[config.mk]
export PLATFORM = sky130hd
export DESIGN_NAME = kalman_position_velocity_estimator
export DESIGN_NICKNAME = d
export VERILOG_FILES = /design/src/design/kpve_pkg.sv /design/src/design/kpve_ctrl.sv /design/src/design/kpve_dp.sv /design/src/design/kalman_position_velocity_estimator.sv
export SDC_FILE = /design/constraint.sdc
export NUM_CORES = 2
export LEC_CHECK = 0
export BUFFER_PORTS_ARGS = -buffer_cell sky130_fd_sc_hd__buf_2
export CAP_MARGIN = 20
export CELL_PAD_IN_SITES_DETAIL_PLACEMENT = 0
export CELL_PAD_IN_SITES_GLOBAL_PLACEMENT = 1
export CORE_AREA = 2 2 320 322
export DETAILED_ROUTE_END_ITERATION = 6
export DIE_AREA = 0 0 322 324
export MAX_ROUTING_LAYER = met4
export PLACE_DENSITY = 0.84
export SLEW_MARGIN = 0
export SYNTH_ARGS = -nofsm -noshare
export SYNTH_HDL_FRONTEND = slang
export SYNTH_HIERARCHICAL = 1
export SYNTH_SLANG_ARGS = --single-unit
[constraint.sdc]
create_clock -name i_clk -period 14.11 [get_ports i_clk]
set_input_delay 0.7055 -clock i_clk [delete_from_list [all_inputs] [get_ports i_clk]]
set_output_delay 0.7055 -clock i_clk [all_outputs]
set_load 0.05 [all_outputs]
[src/design/kpve_pkg.sv]
// Shared types and constants of the position and velocity estimator.
package kpve_pkg;

    localparam int SampleW = 16;
    localparam int WordW = 32;
    localparam int QW = 24;
    localparam int PeriodW = 10;
    localparam int CntW = 3;

    localparam logic signed [16:0] AdcOffset = 17'sd1833;
    localparam logic [CntW-1:0] AdcDecim = 3'd5;
    localparam logic [CntW-1:0] EncDecim = 3'd2;
    localparam logic [63:0] HalfQ30 = 64'd536870912;
    localparam logic [33:0] OneQ30 = 34'd1073741824;
    localparam logic [6:0] DivSteps = 7'd64;
    localparam logic [6:0] MulSteps = 7'd34;

    // Register indexes of the configuration port.
    localparam logic [1:0] RegSourceMode = 2'd0;
    localparam logic [1:0] RegControlPeriod = 2'd1;
    localparam logic [1:0] RegQPosition = 2'd2;
    localparam logic [1:0] RegQVelocity = 2'd3;

    typedef enum logic [3:0] {
        OP_NONE,
        OP_CAPTURE,
        OP_KSETUP,
        OP_RUN,
        OP_KMUL1,
        OP_KMUL2,
        OP_KEND,
        OP_DECIM,
        OP_VZ,
        OP_OUT
    } t_op;

    typedef struct packed {
        t_op  op;
        logic vel;
    } t_cmd;

    typedef struct packed {
        logic done;
        logic hit;
        logic src_mode;
        logic out_free;
    } t_stat;

endpackage

[src/design/kpve_ctrl.sv]
// Sequencer that steps the datapath through the filter updates of one word.
module kpve_ctrl (
    input  logic           i_clk,
    input  logic           i_rst_n,
    input  logic           i_s_tvalid,
    output logic           o_s_tready,
    input  kpve_pkg::t_stat i_stat,
    output kpve_pkg::t_cmd  o_cmd
);
    import kpve_pkg::*;

    typedef enum logic [11:0] {
        S_IDLE  = 12'b000000000001,
        S_SETUP = 12'b000000000010,
        S_DIV   = 12'b000000000100,
        S_MUL1  = 12'b000000001000,
        S_RUN1  = 12'b000000010000,
        S_MUL2  = 12'b000000100000,
        S_RUN2  = 12'b000001000000,
        S_KEND  = 12'b000010000000,
        S_DECIM = 12'b000100000000,
        S_VDIV  = 12'b001000000000,
        S_VZ    = 12'b010000000000,
        S_OUT   = 12'b100000000000
    } t_state;

    t_state r_state, n_state;
    logic   r_vel, n_vel;

    always_comb begin
        n_state = r_state;
        n_vel = r_vel;
        o_cmd.op = OP_NONE;
        o_cmd.vel = r_vel;
        o_s_tready = 1'b0;
        case (r_state)
            S_IDLE: begin
                o_s_tready = 1'b1;
                if (i_s_tvalid) begin
                    o_cmd.op = OP_CAPTURE;
                    n_vel = 1'b0;
                    n_state = i_stat.src_mode ? S_DECIM : S_SETUP;
                end
            end
            S_SETUP: begin
                o_cmd.op = OP_KSETUP;
                n_state = S_DIV;
            end
            S_DIV: begin
                o_cmd.op = OP_RUN;
                if (i_stat.done) n_state = S_MUL1;
            end
            S_MUL1: begin
                o_cmd.op = OP_KMUL1;
                n_state = S_RUN1;
            end
            S_RUN1: begin
                o_cmd.op = OP_RUN;
                if (i_stat.done) n_state = S_MUL2;
            end
            S_MUL2: begin
                o_cmd.op = OP_KMUL2;
                n_state = S_RUN2;
            end
            S_RUN2: begin
                o_cmd.op = OP_RUN;
                if (i_stat.done) n_state = S_KEND;
            end
            S_KEND: begin
                o_cmd.op = OP_KEND;
                n_state = r_vel ? S_OUT : S_DECIM;
            end
            S_DECIM: begin
                o_cmd.op = OP_DECIM;
                n_state = i_stat.hit ? S_VDIV : S_OUT;
            end
            S_VDIV: begin
                o_cmd.op = OP_RUN;
                if (i_stat.done) n_state = S_VZ;
            end
            S_VZ: begin
                o_cmd.op = OP_VZ;
                n_vel = 1'b1;
                n_state = S_SETUP;
            end
            S_OUT: begin
                o_cmd.op = OP_OUT;
                if (i_stat.out_free) n_state = S_IDLE;
            end
            default: begin
                n_state = S_IDLE;
            end
        endcase
    end

    always_ff @(posedge i_clk) begin
        if (!i_rst_n) begin
            r_state <= S_IDLE;
            r_vel <= 1'b0;
        end else begin
            r_state <= n_state;
            r_vel <= n_vel;
        end
    end

endmodule

[src/design/kpve_dp.sv]
// Datapath: filter state, configuration, a bit-serial multiply/divide unit and the output word.
module kpve_dp (
    input  logic                             i_clk,
    input  logic                             i_rst_n,
    input  kpve_pkg::t_cmd                   i_cmd,
    output kpve_pkg::t_stat                  o_stat,
    input  logic [kpve_pkg::SampleW-1:0]     i_sample,
    input  logic                             i_cfg_we,
    input  logic [1:0]                       i_cfg_index,
    input  logic [kpve_pkg::QW-1:0]          i_cfg_data,
    output logic                             o_out_valid,
    input  logic                             i_out_ready,
    output logic [kpve_pkg::WordW-1:0]       o_position,
    output logic [kpve_pkg::WordW-1:0]       o_velocity,
    output logic                             o_updated
);
    import kpve_pkg::*;

    // Configuration
    logic               r_src_mode;
    logic [PeriodW-1:0] r_period;
    logic [QW-1:0]      r_qp, r_qv;

    // Filter state
    logic [WordW-1:0] r_pos_est, r_pos_var, r_vel_est, r_vel_var, r_prior;
    logic [CntW-1:0]  r_cnt;

    // Working registers
    logic [SampleW-1:0] r_sample;
    logic               r_mode;
    logic [WordW-1:0]   r_z, r_x, r_p, r_position;
    logic [QW-1:0]      r_q;
    logic [32:0]        r_pmid;
    logic [29:0]        r_k;
    logic               r_neg, r_upd;

    // Serial unit
    logic [6:0]  r_scnt;
    logic        r_div;
    logic [63:0] r_quo, r_acc, r_mc;
    logic [34:0] r_rem;
    logic [33:0] r_dvs, r_mp;

    // Output word
    logic             r_out_valid, r_out_upd;
    logic [WordW-1:0] r_out_pos, r_out_vel;

    logic             out_free;
    logic [CntW-1:0]  cnt1;
    logic             hit;
    logic [WordW-1:0] position;
    logic [32:0]      pdiff;
    logic [40:0]      dx, d100, mag;
    logic [16:0]      zs;
    logic [WordW-1:0] z_adc;
    logic [32:0]      pmid;
    logic [32:0]      zdiff;
    logic [63:0]      rsum, psum;
    logic [34:0]      nx;
    logic [WordW-1:0] nx_sat, v_sat;
    logic [34:0]      rem_sh;
    logic [33:0]      per;

    assign out_free = !r_out_valid || i_out_ready;
    assign cnt1 = r_cnt + 3'd1;
    assign hit = cnt1 >= (r_mode ? EncDecim : AdcDecim);
    assign position = r_mode ? {r_sample, 16'h0000} : r_pos_est;
    assign pdiff = {position[31], position} - {r_prior[31], r_prior};
    assign dx = {{8{pdiff[32]}}, pdiff};
    assign d100 = (dx << 6) + (dx << 5) + (dx << 2);
    assign mag = d100[40] ? (41'd0 - d100) : d100;
    assign per = (r_period == '0) ? 34'd1 : {24'd0, r_period};

    assign zs = {i_sample[15], i_sample} - AdcOffset;
    // Only the low end can leave the 32-bit range after the offset.
    assign z_adc = (zs[16] && !zs[15]) ? 32'h8000_0000 : {zs[15:0], 16'h0000};

    assign pmid = {1'b0, r_p} + {3'd0, r_q, 6'd0};
    assign zdiff = {r_z[31], r_z} - {r_x[31], r_x};
    assign rsum = r_acc + HalfQ30;
    assign psum = r_acc + HalfQ30;
    assign nx = {{3{r_x[31]}}, r_x} + {rsum[63], rsum[63:30]};
    assign nx_sat = (nx[34:31] == 4'b0000 || nx[34:31] == 4'b1111) ? nx[31:0] :
                    (nx[34] ? 32'h8000_0000 : 32'h7FFF_FFFF);

    always_comb begin
        if (!r_neg) begin
            v_sat = (r_quo > 64'h0000_0000_7FFF_FFFF) ? 32'h7FFF_FFFF : r_quo[31:0];
        end else begin
            v_sat = (r_quo > 64'h0000_0000_8000_0000) ? 32'h8000_0000
                                                      : (32'd0 - r_quo[31:0]);
        end
    end

    assign rem_sh = {r_rem[33:0], r_quo[63]};

    assign o_stat.done = (r_scnt == '0);
    assign o_stat.hit = hit;
    assign o_stat.src_mode = r_src_mode;
    assign o_stat.out_free = out_free;

    // Configuration and control state
    always_ff @(posedge i_clk) begin
        if (!i_rst_n) begin
            r_src_mode <= 1'b1;
            r_period <= 10'd1;
            r_qp <= 24'd167772;
            r_qv <= 24'd16777;
            r_pos_est <= '0;
            r_pos_var <= '0;
            r_vel_est <= '0;
            r_vel_var <= '0;
            r_prior <= '0;
            r_cnt <= '0;
            r_scnt <= '0;
            r_out_valid <= 1'b0;
        end else begin
            if (i_cfg_we) begin
                case (i_cfg_index)
                    RegSourceMode:    r_src_mode <= i_cfg_data[0];
                    RegControlPeriod: r_period <= i_cfg_data[PeriodW-1:0];
                    RegQPosition:     r_qp <= i_cfg_data;
                    RegQVelocity:     r_qv <= i_cfg_data;
                    default: ;
                endcase
            end
            if (i_cmd.op == OP_OUT && out_free) begin
                r_out_valid <= 1'b1;
            end else if (i_out_ready) begin
                r_out_valid <= 1'b0;
            end
            case (i_cmd.op)
                OP_KSETUP: r_scnt <= DivSteps;
                OP_KMUL1, OP_KMUL2: r_scnt <= MulSteps;
                OP_RUN: if (r_scnt != '0) r_scnt <= r_scnt - 7'd1;
                OP_KEND: begin
                    if (i_cmd.vel) begin
                        r_vel_est <= r_x;
                        r_vel_var <= psum[61:30];
                    end else begin
                        r_pos_est <= r_x;
                        r_pos_var <= psum[61:30];
                    end
                end
                OP_DECIM: begin
                    if (hit) begin
                        r_cnt <= '0;
                        r_prior <= position;
                        r_scnt <= DivSteps;
                    end else begin
                        r_cnt <= cnt1;
                    end
                end
                default: ;
            endcase
        end
    end

    // Payload
    always_ff @(posedge i_clk) begin
        case (i_cmd.op)
            OP_CAPTURE: begin
                r_sample <= i_sample;
                r_mode <= r_src_mode;
                r_z <= z_adc;
                r_x <= r_pos_est;
                r_p <= r_pos_var;
                r_q <= r_qp;
                r_upd <= 1'b0;
            end
            OP_KSETUP: begin
                r_pmid <= pmid;
                r_quo <= {1'b0, pmid, 30'd0};
                r_dvs <= {1'b0, pmid} + OneQ30;
                r_rem <= '0;
                r_div <= 1'b1;
            end
            OP_RUN: begin
                if (r_scnt != '0) begin
                    if (r_div) begin
                        if (rem_sh >= {1'b0, r_dvs}) begin
                            r_rem <= rem_sh - {1'b0, r_dvs};
                            r_quo <= {r_quo[62:0], 1'b1};
                        end else begin
                            r_rem <= rem_sh;
                            r_quo <= {r_quo[62:0], 1'b0};
                        end
                    end else begin
                        if (r_mp[0]) r_acc <= r_acc + r_mc;
                        r_mc <= {r_mc[62:0], 1'b0};
                        r_mp <= {1'b0, r_mp[33:1]};
                    end
                end
            end
            OP_KMUL1: begin
                r_k <= r_quo[29:0];
                r_mc <= {{31{zdiff[32]}}, zdiff};
                r_mp <= {4'd0, r_quo[29:0]};
                r_acc <= '0;
                r_div <= 1'b0;
            end
            OP_KMUL2: begin
                r_x <= nx_sat;
                r_mc <= {31'd0, r_pmid};
                r_mp <= OneQ30 - {4'd0, r_k};
                r_acc <= '0;
                r_div <= 1'b0;
            end
            OP_DECIM: begin
                r_position <= position;
                if (hit) begin
                    r_upd <= 1'b1;
                    r_neg <= d100[40];
                    r_quo <= {23'd0, mag};
                    r_dvs <= per;
                    r_rem <= '0;
                    r_div <= 1'b1;
                end
            end
            OP_VZ: begin
                r_z <= v_sat;
                r_x <= r_vel_est;
                r_p <= r_vel_var;
                r_q <= r_qv;
            end
            OP_OUT: begin
                if (out_free) begin
                    r_out_pos <= r_position;
                    r_out_vel <= r_vel_est;
                    r_out_upd <= r_upd;
                end
            end
            default: ;
        endcase
    end

    assign o_out_valid = r_out_valid;
    assign o_position = r_out_pos;
    assign o_velocity = r_out_vel;
    assign o_updated = r_out_upd;

endmodule

[src/design/kalman_position_velocity_estimator.sv]
// Top level of the position and velocity estimator.
// Each input word is one position sample; each output word carries the position (the filter
// estimate for ADC samples, the raw sample for encoder samples), the filtered velocity and a
// flag that marks a velocity update. Words are handled one at a time by a bit-serial
// multiply/divide unit. One scalar filter update runs a 64-step division for the gain and two
// 34-step multiplications; the velocity division is a 64-step division. An ADC sample runs
// the position update, an encoder sample none; when the decimation count is reached, the
// velocity division and the velocity update follow. A finished word waits in the output
// register while the next sample is taken; while that register is still full the sequencer
// holds the next word. Configuration writes are always accepted.
module kalman_position_velocity_estimator (
    input  logic        i_clk,
    input  logic        i_rst_n,
    input  logic        s_axis_tvalid,
    output logic        s_axis_tready,
    input  logic [15:0] s_axis_tdata,   // [15:0] sample
    output logic        m_axis_tvalid,
    input  logic        m_axis_tready,
    output logic [63:0] m_axis_tdata,   // [31:0] position, [63:32] velocity
    output logic [0:0]  m_axis_tuser,   // [0] velocity_updated
    input  logic        i_cfg_valid,
    output logic        o_cfg_ready,
    input  logic [1:0]  i_cfg_index,
    input  logic [23:0] i_cfg_data
);
    import kpve_pkg::*;

    t_cmd  cmd;
    t_stat stat;
    logic [WordW-1:0] position, velocity;
    logic updated;

    assign o_cfg_ready = 1'b1;

    kpve_ctrl u_ctrl (
        .i_clk      (i_clk),
        .i_rst_n    (i_rst_n),
        .i_s_tvalid (s_axis_tvalid),
        .o_s_tready (s_axis_tready),
        .i_stat     (stat),
        .o_cmd      (cmd)
    );

    kpve_dp u_dp (
        .i_clk       (i_clk),
        .i_rst_n     (i_rst_n),
        .i_cmd       (cmd),
        .o_stat      (stat),
        .i_sample    (s_axis_tdata),
        .i_cfg_we    (i_cfg_valid),
        .i_cfg_index (i_cfg_index),
        .i_cfg_data  (i_cfg_data),
        .o_out_valid (m_axis_tvalid),
        .i_out_ready (m_axis_tready),
        .o_position  (position),
        .o_velocity  (velocity),
        .o_updated   (updated)
    );

    assign m_axis_tdata = {velocity, position};
    assign m_axis_tuser = updated;

endmodule
* Word level (Yosys, flattened, before mapping)
Index checks and enable logic that the tools add are counted.
W data, S select, Z words.
** Operators by class
- Order comparisons :: 4
- Equality and inequality tests :: 36
- Muxes and demuxes :: 60
- Reductions and logical operators :: 41
- Bitwise gates (word level) :: 1
- $add $sub $neg :: 16
** Operator list (number)
- $mux W64 :: 8
- $pmux W64 S3 :: 2
- $mux W34 :: 7
- $mux W32 :: 7
- $pmux W34 S3 :: 2
- $pmux W12 S12 :: 1
- $pmux W32 S2 :: 2
- $pmux W64 S2 :: 1
- $mux W12 :: 8
- $pmux W32 S3 :: 1
- $pmux W34 S2 :: 1
- $sub A32 B32 Y33 :: 2
- $add A64 B30 Y64 const B :: 1
- $add A64 B64 Y64 :: 1
- $gt A64 B31 Y1 const B :: 1
- $gt A64 B32 Y1 const B :: 1
- $pmux W24 S2 :: 1
- $add A40 B35 Y41 :: 1
- $mux W41 :: 1
- $sub A1 B41 Y41 const A :: 1
- $add A39 B38 Y40 :: 1
- $pmux W4 S9 :: 1
- $add A32 B34 Y35 :: 1
- $ge A35 B34 Y1 :: 1
- 55 further kinds :: 104
** Word-level totals
- Word-level logic and storage cells :: 193
- Bits of input ports :: 47
- Output and inout port bits :: 68
- Bits in registers :: 837

* Logic depth before layout (Yosys ltp)
- Depth after elaboration :: 8
- Mapped depth :: 29
- Mapped depth without buffers :: 27

* By module
Netlist, hierarchy kept.
** Modules (own cells, without submodules)
- kpve_dp :: area an instance 49102.1 sq um, times used 1, cells each 5271, seq. area each 22351.4 sq um
- kpve_ctrl :: area an instance 898.4 sq um, times used 1, cells each 113, seq. area each 260.2 sq um
- kalman_position_velocity_estimator :: area an instance 11.3 sq um, times used 1, cells each 2, seq. area each 0.0 sq um

* Worst setup path before layout
OpenSTA, ideal clock, no wires.
- Kind :: register to register
- From :: register u_ctrl.r_state[1]
- To :: register u_dp.r_acc[0], enable pin
- Arrival :: 11.656 ns
- Data required time :: 13.684 ns
- Clock period less this slack :: 12.082 ns
- Setup slack :: 2.028 ns
- Buffers on the path :: 2
- Stages on the path, launching flop included :: 10
- Cells stage by stage :: dfxtp_1 clkbuf_1 or4b_2 nor3_2 nand2_1 nand4b_1 clkbuf_1 nand3_1 o31ai_1 o21a_1
** RTL lines
- start: declaration :: RTL line kpve_ctrl.sv:27 : t_state r_state, n_state;
- start signal: assignment :: RTL line kpve_ctrl.sv:101 : r_state <= n_state;
- end signal: assignment :: RTL line kpve_dp.sv:189 : if (r_mp[0]) r_acc <= r_acc + r_mc;
- end: declaration :: RTL line kpve_dp.sv:40 : logic [63:0] r_quo, r_acc, r_mc;

* Worst setup path after layout
- From :: register u_dp.r_mode
- To :: register u_dp.r_quo[37] (data pin)
** Between the ends
- Cells in the longest elaborated chain, start to end :: 8
** Ends and longest elaborated chain
- start: declaration :: RTL line kpve_dp.sv:30 : logic r_mode;
- start signal: assignment :: RTL line kpve_dp.sv:164 : r_mode <= r_src_mode;
- $mux W32 (*) :: RTL line kpve_dp.sv:67 : assign position = r_mode ? {r_sample, 16'h0000} : r_pos_est;
- net u_dp.position[1] :: RTL line kpve_dp.sv:51 : logic [WordW-1:0] position;
- $sub A32 B32 Y33 (*) :: RTL line kpve_dp.sv:68 : assign pdiff = {position[31], position} - {r_prior[31], r_prior};
- $add A39 B38 Y40 :: RTL line kpve_dp.sv:70 : assign d100 = (dx << 6) + (dx << 5) + (dx << 2);
- $add A40 B35 Y41 (*) :: RTL line kpve_dp.sv:70
- $sub A1 B41 Y41 :: RTL line kpve_dp.sv:71 : assign mag = d100[40] ? (41'd0 - d100) : d100;
- $mux W41 (*) :: RTL line kpve_dp.sv:71
- $mux W64 (*) :: RTL line kpve_dp.sv:211 : if (hit) begin
- $pmux W64 S3 (*) :: RTL line kpve_dp.sv:161 : case (i_cmd.op)
- end signal: assignment :: RTL line kpve_dp.sv:173 : r_quo <= {1'b0, pmid, 30'd0};
- end signal: assignment :: RTL line kpve_dp.sv:183 : r_quo <= {r_quo[62:0], 1'b1};
- end signal: assignment :: RTL line kpve_dp.sv:214 : r_quo <= {23'd0, mag};
- end: declaration :: RTL line kpve_dp.sv:40
The timed path passes the listed nets; every way through them passes the cells marked *. The select of a mux whose other input is x is not followed.
A chain may end at the register's enable or synchronous reset.

==> impl_metrics.prom <==
# TYPE chip_impl_metric gauge
chip_impl_metric{name="yosysUniqueCellTypes",unit=""} 99
chip_impl_metric{name="routedWlPerCell",unit="um"} 22.9
chip_impl_metric{name="placement.cell_area",unit="sq um"} 51700
chip_impl_metric{name="drt_iter0_drc",unit=""} 4005
chip_impl_metric{name="cpPeakStageDelay",unit="ps"} 780
chip_impl_metric{name="post_synthesis_net_count",unit=""} 5740
chip_impl_metric{name="crit_required",unit="ps"} 14510
chip_impl_info{name="most_used_cell_cp",value="sky130_fd_sc_hd__inv_1"} 1
chip_impl_metric{name="hold-worst-slack",unit="ps"} 259
chip_impl_metric{name="yosysWarningCount",unit=""} 6
chip_impl_metric{name="timing.final.setup_violations",unit=""} 0
chip_impl_metric{name="cts.reportedPaths.clkPinSlew",unit="ps"} 60
chip_impl_info{name="r2r-end",value="u_dp/r_quo[37]$_DFFE_PP_"} 1
chip_impl_metric{name="drv_slew",unit=""} 0
chip_impl_info{name="worst_setup_path_startpoint",value="u_dp/r_mode$_DFFE_PP_"} 1
chip_impl_metric{name="cts_htree_levels",unit=""} 3
chip_impl_metric{name="synth_cells",unit=""} 5386
chip_impl_metric{name="setup_ws",unit="ps"} 6200
chip_impl_metric{name="p_leak",unit="uW"} 0.0218
chip_impl_metric{name="start_util",unit="%"} 49.5
chip_impl_metric{name="fin_crit_sh",unit="%"} 56.0
chip_impl_info{name="yosys_most_used_dff",value="sky130_fd_sc_hd__edfxtp_1"} 1
chip_impl_metric{name="syn-mean-instance-area",unit="sq um"} 9.29
chip_impl_metric{name="ys_ff_latch",unit=""} 834
chip_impl_metric{name="hold_viol",unit=""} 0
chip_impl_metric{name="grt_max_degree",unit=""} 91
chip_impl_metric{name="dp_hpwl",unit="um"} 112000
chip_impl_metric{name="path_buf_inv",unit=""} 5
chip_impl_info{name="min_to",value="u_dp/r_qp[11]$_SDFFE_PN1P_"} 1
chip_impl_metric{name="cts_made_buffers",unit=""} 93
chip_impl_metric{name="routed_wl",unit="um"} 155000
chip_impl_info{name="synth_top_cell_by_area",value="sky130_fd_sc_hd__edfxtp_1"} 1
chip_impl_metric{name="max_cap_violations",unit=""} 0
chip_impl_metric{name="utilization",unit="%"} 54.4
chip_impl_metric{name="worstHoldPathCells",unit=""} 3
chip_impl_metric{name="finish.instance_area",unit="sq um"} 54900
chip_impl_metric{name="clk_path_buf_depth",unit=""} 3
chip_impl_metric{name="detail_route.first_pass.iterations",unit=""} 6
chip_impl_metric{name="synth-edff-count",unit=""} 591
chip_impl_info{name="synth_common_cells",value="sky130_fd_sc_hd__nand2_1 (793), sky130_fd_sc_hd__edfxtp_1 (591), sky130_fd_sc_hd__a21oi_1 (490)"} 1
chip_impl_metric{name="grtUsageTotal",unit="%"} 30.1
chip_impl_info{name="holdCritPathClass",value="in -> reg"} 1
chip_impl_info{name="tritoncts",value="built"} 1
chip_impl_metric{name="antenna_found_initial",unit=""} 4
chip_impl_info{name="run_status",value="finished clean"} 1
chip_impl_metric{name="global_route_wire_length_before_repair",unit="um"} 234000
chip_impl_info{name="critical_path_class",value="reg -> reg"} 1
chip_impl_metric{name="core_area",unit="sq um"} 101000
chip_impl_metric{name="globalRouteOverflowTotal",unit=""} 0
chip_impl_metric{name="route.antenna.remaining_nets",unit=""} 0
chip_impl_metric{name="reg2reg_path_depth",unit=""} 27
chip_impl_metric{name="post-place-ws",unit="ps"} 5960
chip_impl_metric{name="synth_largest_type_area_fraction",unit="%"} 35.5
chip_impl_metric{name="post-route-drc-count",unit=""} 0
chip_impl_metric{name="cts_resized",unit=""} 0
chip_impl_metric{name="die_h",unit="um"} 324
chip_impl_metric{name="critical_path.max_fanout",unit=""} 17
chip_impl_metric{name="port_buffers",unit=""} 113
chip_impl_metric{name="worstMarginPinSlew",unit="ps"} 1090
chip_impl_info{name="rsz_0062_raised_after_global_routing",value="false"} 1
chip_impl_metric{name="detailroute.via_count",unit=""} 41200
chip_impl_metric{name="route.detailed.vias_per_inst",unit=""} 6.08
chip_impl_metric{name="filler_cell_count",unit=""} 9162
chip_impl_metric{name="ff2ff_setup_slack",unit="ps"} 6200
chip_impl_metric{name="io_pins",unit=""} 115
chip_impl_metric{name="fin_skew",unit="ps"} 45.1
chip_impl_metric{name="nNetsFinal",unit=""} 5737
chip_impl_metric{name="die_area",unit="sq um"} 104000
chip_impl_metric{name="insertion_delay",unit="ps"} 690
chip_impl_metric{name="worst_slew_margin_rel",unit="%"} 27.1
chip_impl_metric{name="synthesis.area",unit="sq um"} 50000
chip_impl_metric{name="cts.hold.buffers_added",unit=""} 0
chip_impl_metric{name="timing.critical_path.arrival",unit="ps"} 8300
chip_impl_metric{name="gp_congestion",unit=""} 0.959
chip_impl_metric{name="power_density",unit="nW/um^2"} 174
chip_impl_info{name="timing.hold.worst.start",value="i_cfg_data[11]"} 1
chip_impl_metric{name="grt_pass1_vias",unit=""} 38400
chip_impl_metric{name="row_count",unit=""} 117
chip_impl_metric{name="maxClockFrequency",unit="MHz"} 126
chip_impl_info{name="crit_path_end_kind",value="register"} 1
chip_impl_info{name="worst_r2r_startpoint",value="u_dp/r_mode$_DFFE_PP_"} 1
chip_impl_info{name="cp-start-kind",value="register"} 1
chip_impl_metric{name="postSynth.asyncResetShare",unit="%"} 0
chip_impl_info{name="crit_family",value="compound AO/OA/AOI/OAI gates"} 1
chip_impl_info{name="most_area_consuming_cells_after_synthesis",value="sky130_fd_sc_hd__edfxtp_1 (35%), sky130_fd_sc_hd__dfxtp_1 (9.7%), sky130_fd_sc_hd__ha_1 (7.2%)"} 1
chip_impl_metric{name="path_depth",unit=""} 27
chip_impl_metric{name="share_of_post_route_cells_with_drive_strength_above_1",unit="%"} 7.39
chip_impl_info{name="synthMostInstantiatedCell",value="sky130_fd_sc_hd__nand2_1"} 1
chip_impl_metric{name="finalWorstPathRequiredPeriod",unit="ps"} 7910
chip_impl_metric{name="seq_total_area_yosys",unit="%"} 45.2
chip_impl_metric{name="worst_vdd_drop",unit="mV"} 0.172
chip_impl_metric{name="clock_sinks",unit=""} 834
chip_impl_metric{name="tns",unit="ps"} 0
chip_impl_metric{name="chipWidth",unit="um"} 322
chip_impl_info{name="cts.root.buffer_cell",value="sky130_fd_sc_hd__clkbuf_16"} 1
chip_impl_metric{name="cts_post_setup_buffers_inserted",unit=""} 0
chip_impl_info{name="slowest_stage",value="sky130_fd_sc_hd__edfxtp_1"} 1
chip_impl_metric{name="layout-area-overhead-vs-synth",unit="%"} 9.84
-- worst min-delay path, delay by kind of cell --
| family | cells | cell delay [ps] |
|---|---|---|
| simple gates | 2 | 100 |
| buf+inv | 1 | 90 |
-- per-stage QoR --
| step | std cells | power [uW] |
|---|---|---|
| after floorplan | 5386 | 5830 |
| after global placement | 6595 | 6940 |
| after detailed placement | 6595 | 6950 |
| after CTS | 6771 | 9520 |
| after global routing | 6775 | 10000 |
| final | 6776 | 9560 |
-- power breakdown --
group	total (uW)	internal, uW	switching (uW)
clock	2560	1510	1050
combinational	3900	1390	2510
sequential	3100	2930	171
total	9560	5830	3730
-- metal layers --
metal	share of wire [%]	track usage, %
met5	0	-
met2	45	46.0
met3	7.3	4.10
met4	3.6	9.84
met1	44	41.4
-- cell type report --
cell class,instances,area (sq um),share of cell area [%]
inverters,259,980,1.78
well taps,1309,1640,2.98
flip-flops and latches,834,22600,41.2
multi-input cells,4033,25500,46.5
repair buffers,162,951,1.73
clock inverters,46,562,1.02
diodes,3,7.51,0.0137
clock buffers,130,2650,4.83
-- how the worst max path moves through the flow --
stage / endpoint / slack [ps]
CTS: u_dp/r_quo[38]$_DFFE_PP_ / 5910
detailed placement: u_dp/r_quo[38]$_DFFE_PP_ / 5960
finish: u_dp/r_quo[37]$_DFFE_PP_ / 6200
global route: u_dp/r_quo[38]$_DFFE_PP_ / 5620
global placement: u_dp/r_quo[37]$_DFFE_PP_ / 6180
floorplan: u_dp/r_acc[0]$_SDFFCE_PN0P_ / 2030
-- registers in the layout, indices dropped and copies added (netlist names), 32 cells and up --
signal	cells
u_dp/o_position	32
u_dp/r_prior	32
u_dp/r_rem	34
u_dp/r_pmid	33
u_dp/r_quo	64
u_dp/r_vel_var	32
u_dp/r_z	32
u_dp/o_velocity	32
u_dp/r_dvs	34
u_dp/r_acc	64
u_dp/r_p	32
u_dp/r_mc	64
u_dp/r_pos_est	32
u_dp/r_x	32
u_dp/r_position	32
u_dp/r_vel_est	32
u_dp/r_pos_var	32
-- logic make-up after synthesis --
family	Yosys count	synth area share (%)
buffers and inverters	519	3.99
adders and majority gates	307	7.97
muxes	43	0.911
xor gates and xnor gates	329	5.76
other	2	0.0150
and+or+nand+nor	1880	17.4
AOI/OAI and AO/OA	1472	18.8
DFF	834	45.2
-- cells in the final DEF (no fill, tap or decap), types with 43 or more instances in the layout --
cell type	count
sky130_fd_sc_hd__a21oi_1	490
sky130_fd_sc_hd__a21o_1	202
sky130_fd_sc_hd__edfxtp_1	591
sky130_fd_sc_hd__nand2b_1	53
sky130_fd_sc_hd__ha_1	288
sky130_fd_sc_hd__nor3b_1	50
sky130_fd_sc_hd__a211oi_1	117
sky130_fd_sc_hd__a22o_1	47
sky130_fd_sc_hd__o21ai_0	214
sky130_fd_sc_hd__xnor2_1	188
sky130_fd_sc_hd__and2_1	44
sky130_fd_sc_hd__a31oi_1	47
sky130_fd_sc_hd__nand4_1	53
sky130_fd_sc_hd__buf_4	47
sky130_fd_sc_hd__nor3_1	123
sky130_fd_sc_hd__buf_2	113
sky130_fd_sc_hd__nor2b_1	43
sky130_fd_sc_hd__inv_1	253
sky130_fd_sc_hd__clkbuf_16	98
sky130_fd_sc_hd__dfxtp_1	243
sky130_fd_sc_hd__xor2_1	141
sky130_fd_sc_hd__nand2_1	792
sky130_fd_sc_hd__nor2_1	410
sky130_fd_sc_hd__nand3_1	107
Power figures use the tool's default switching activity.
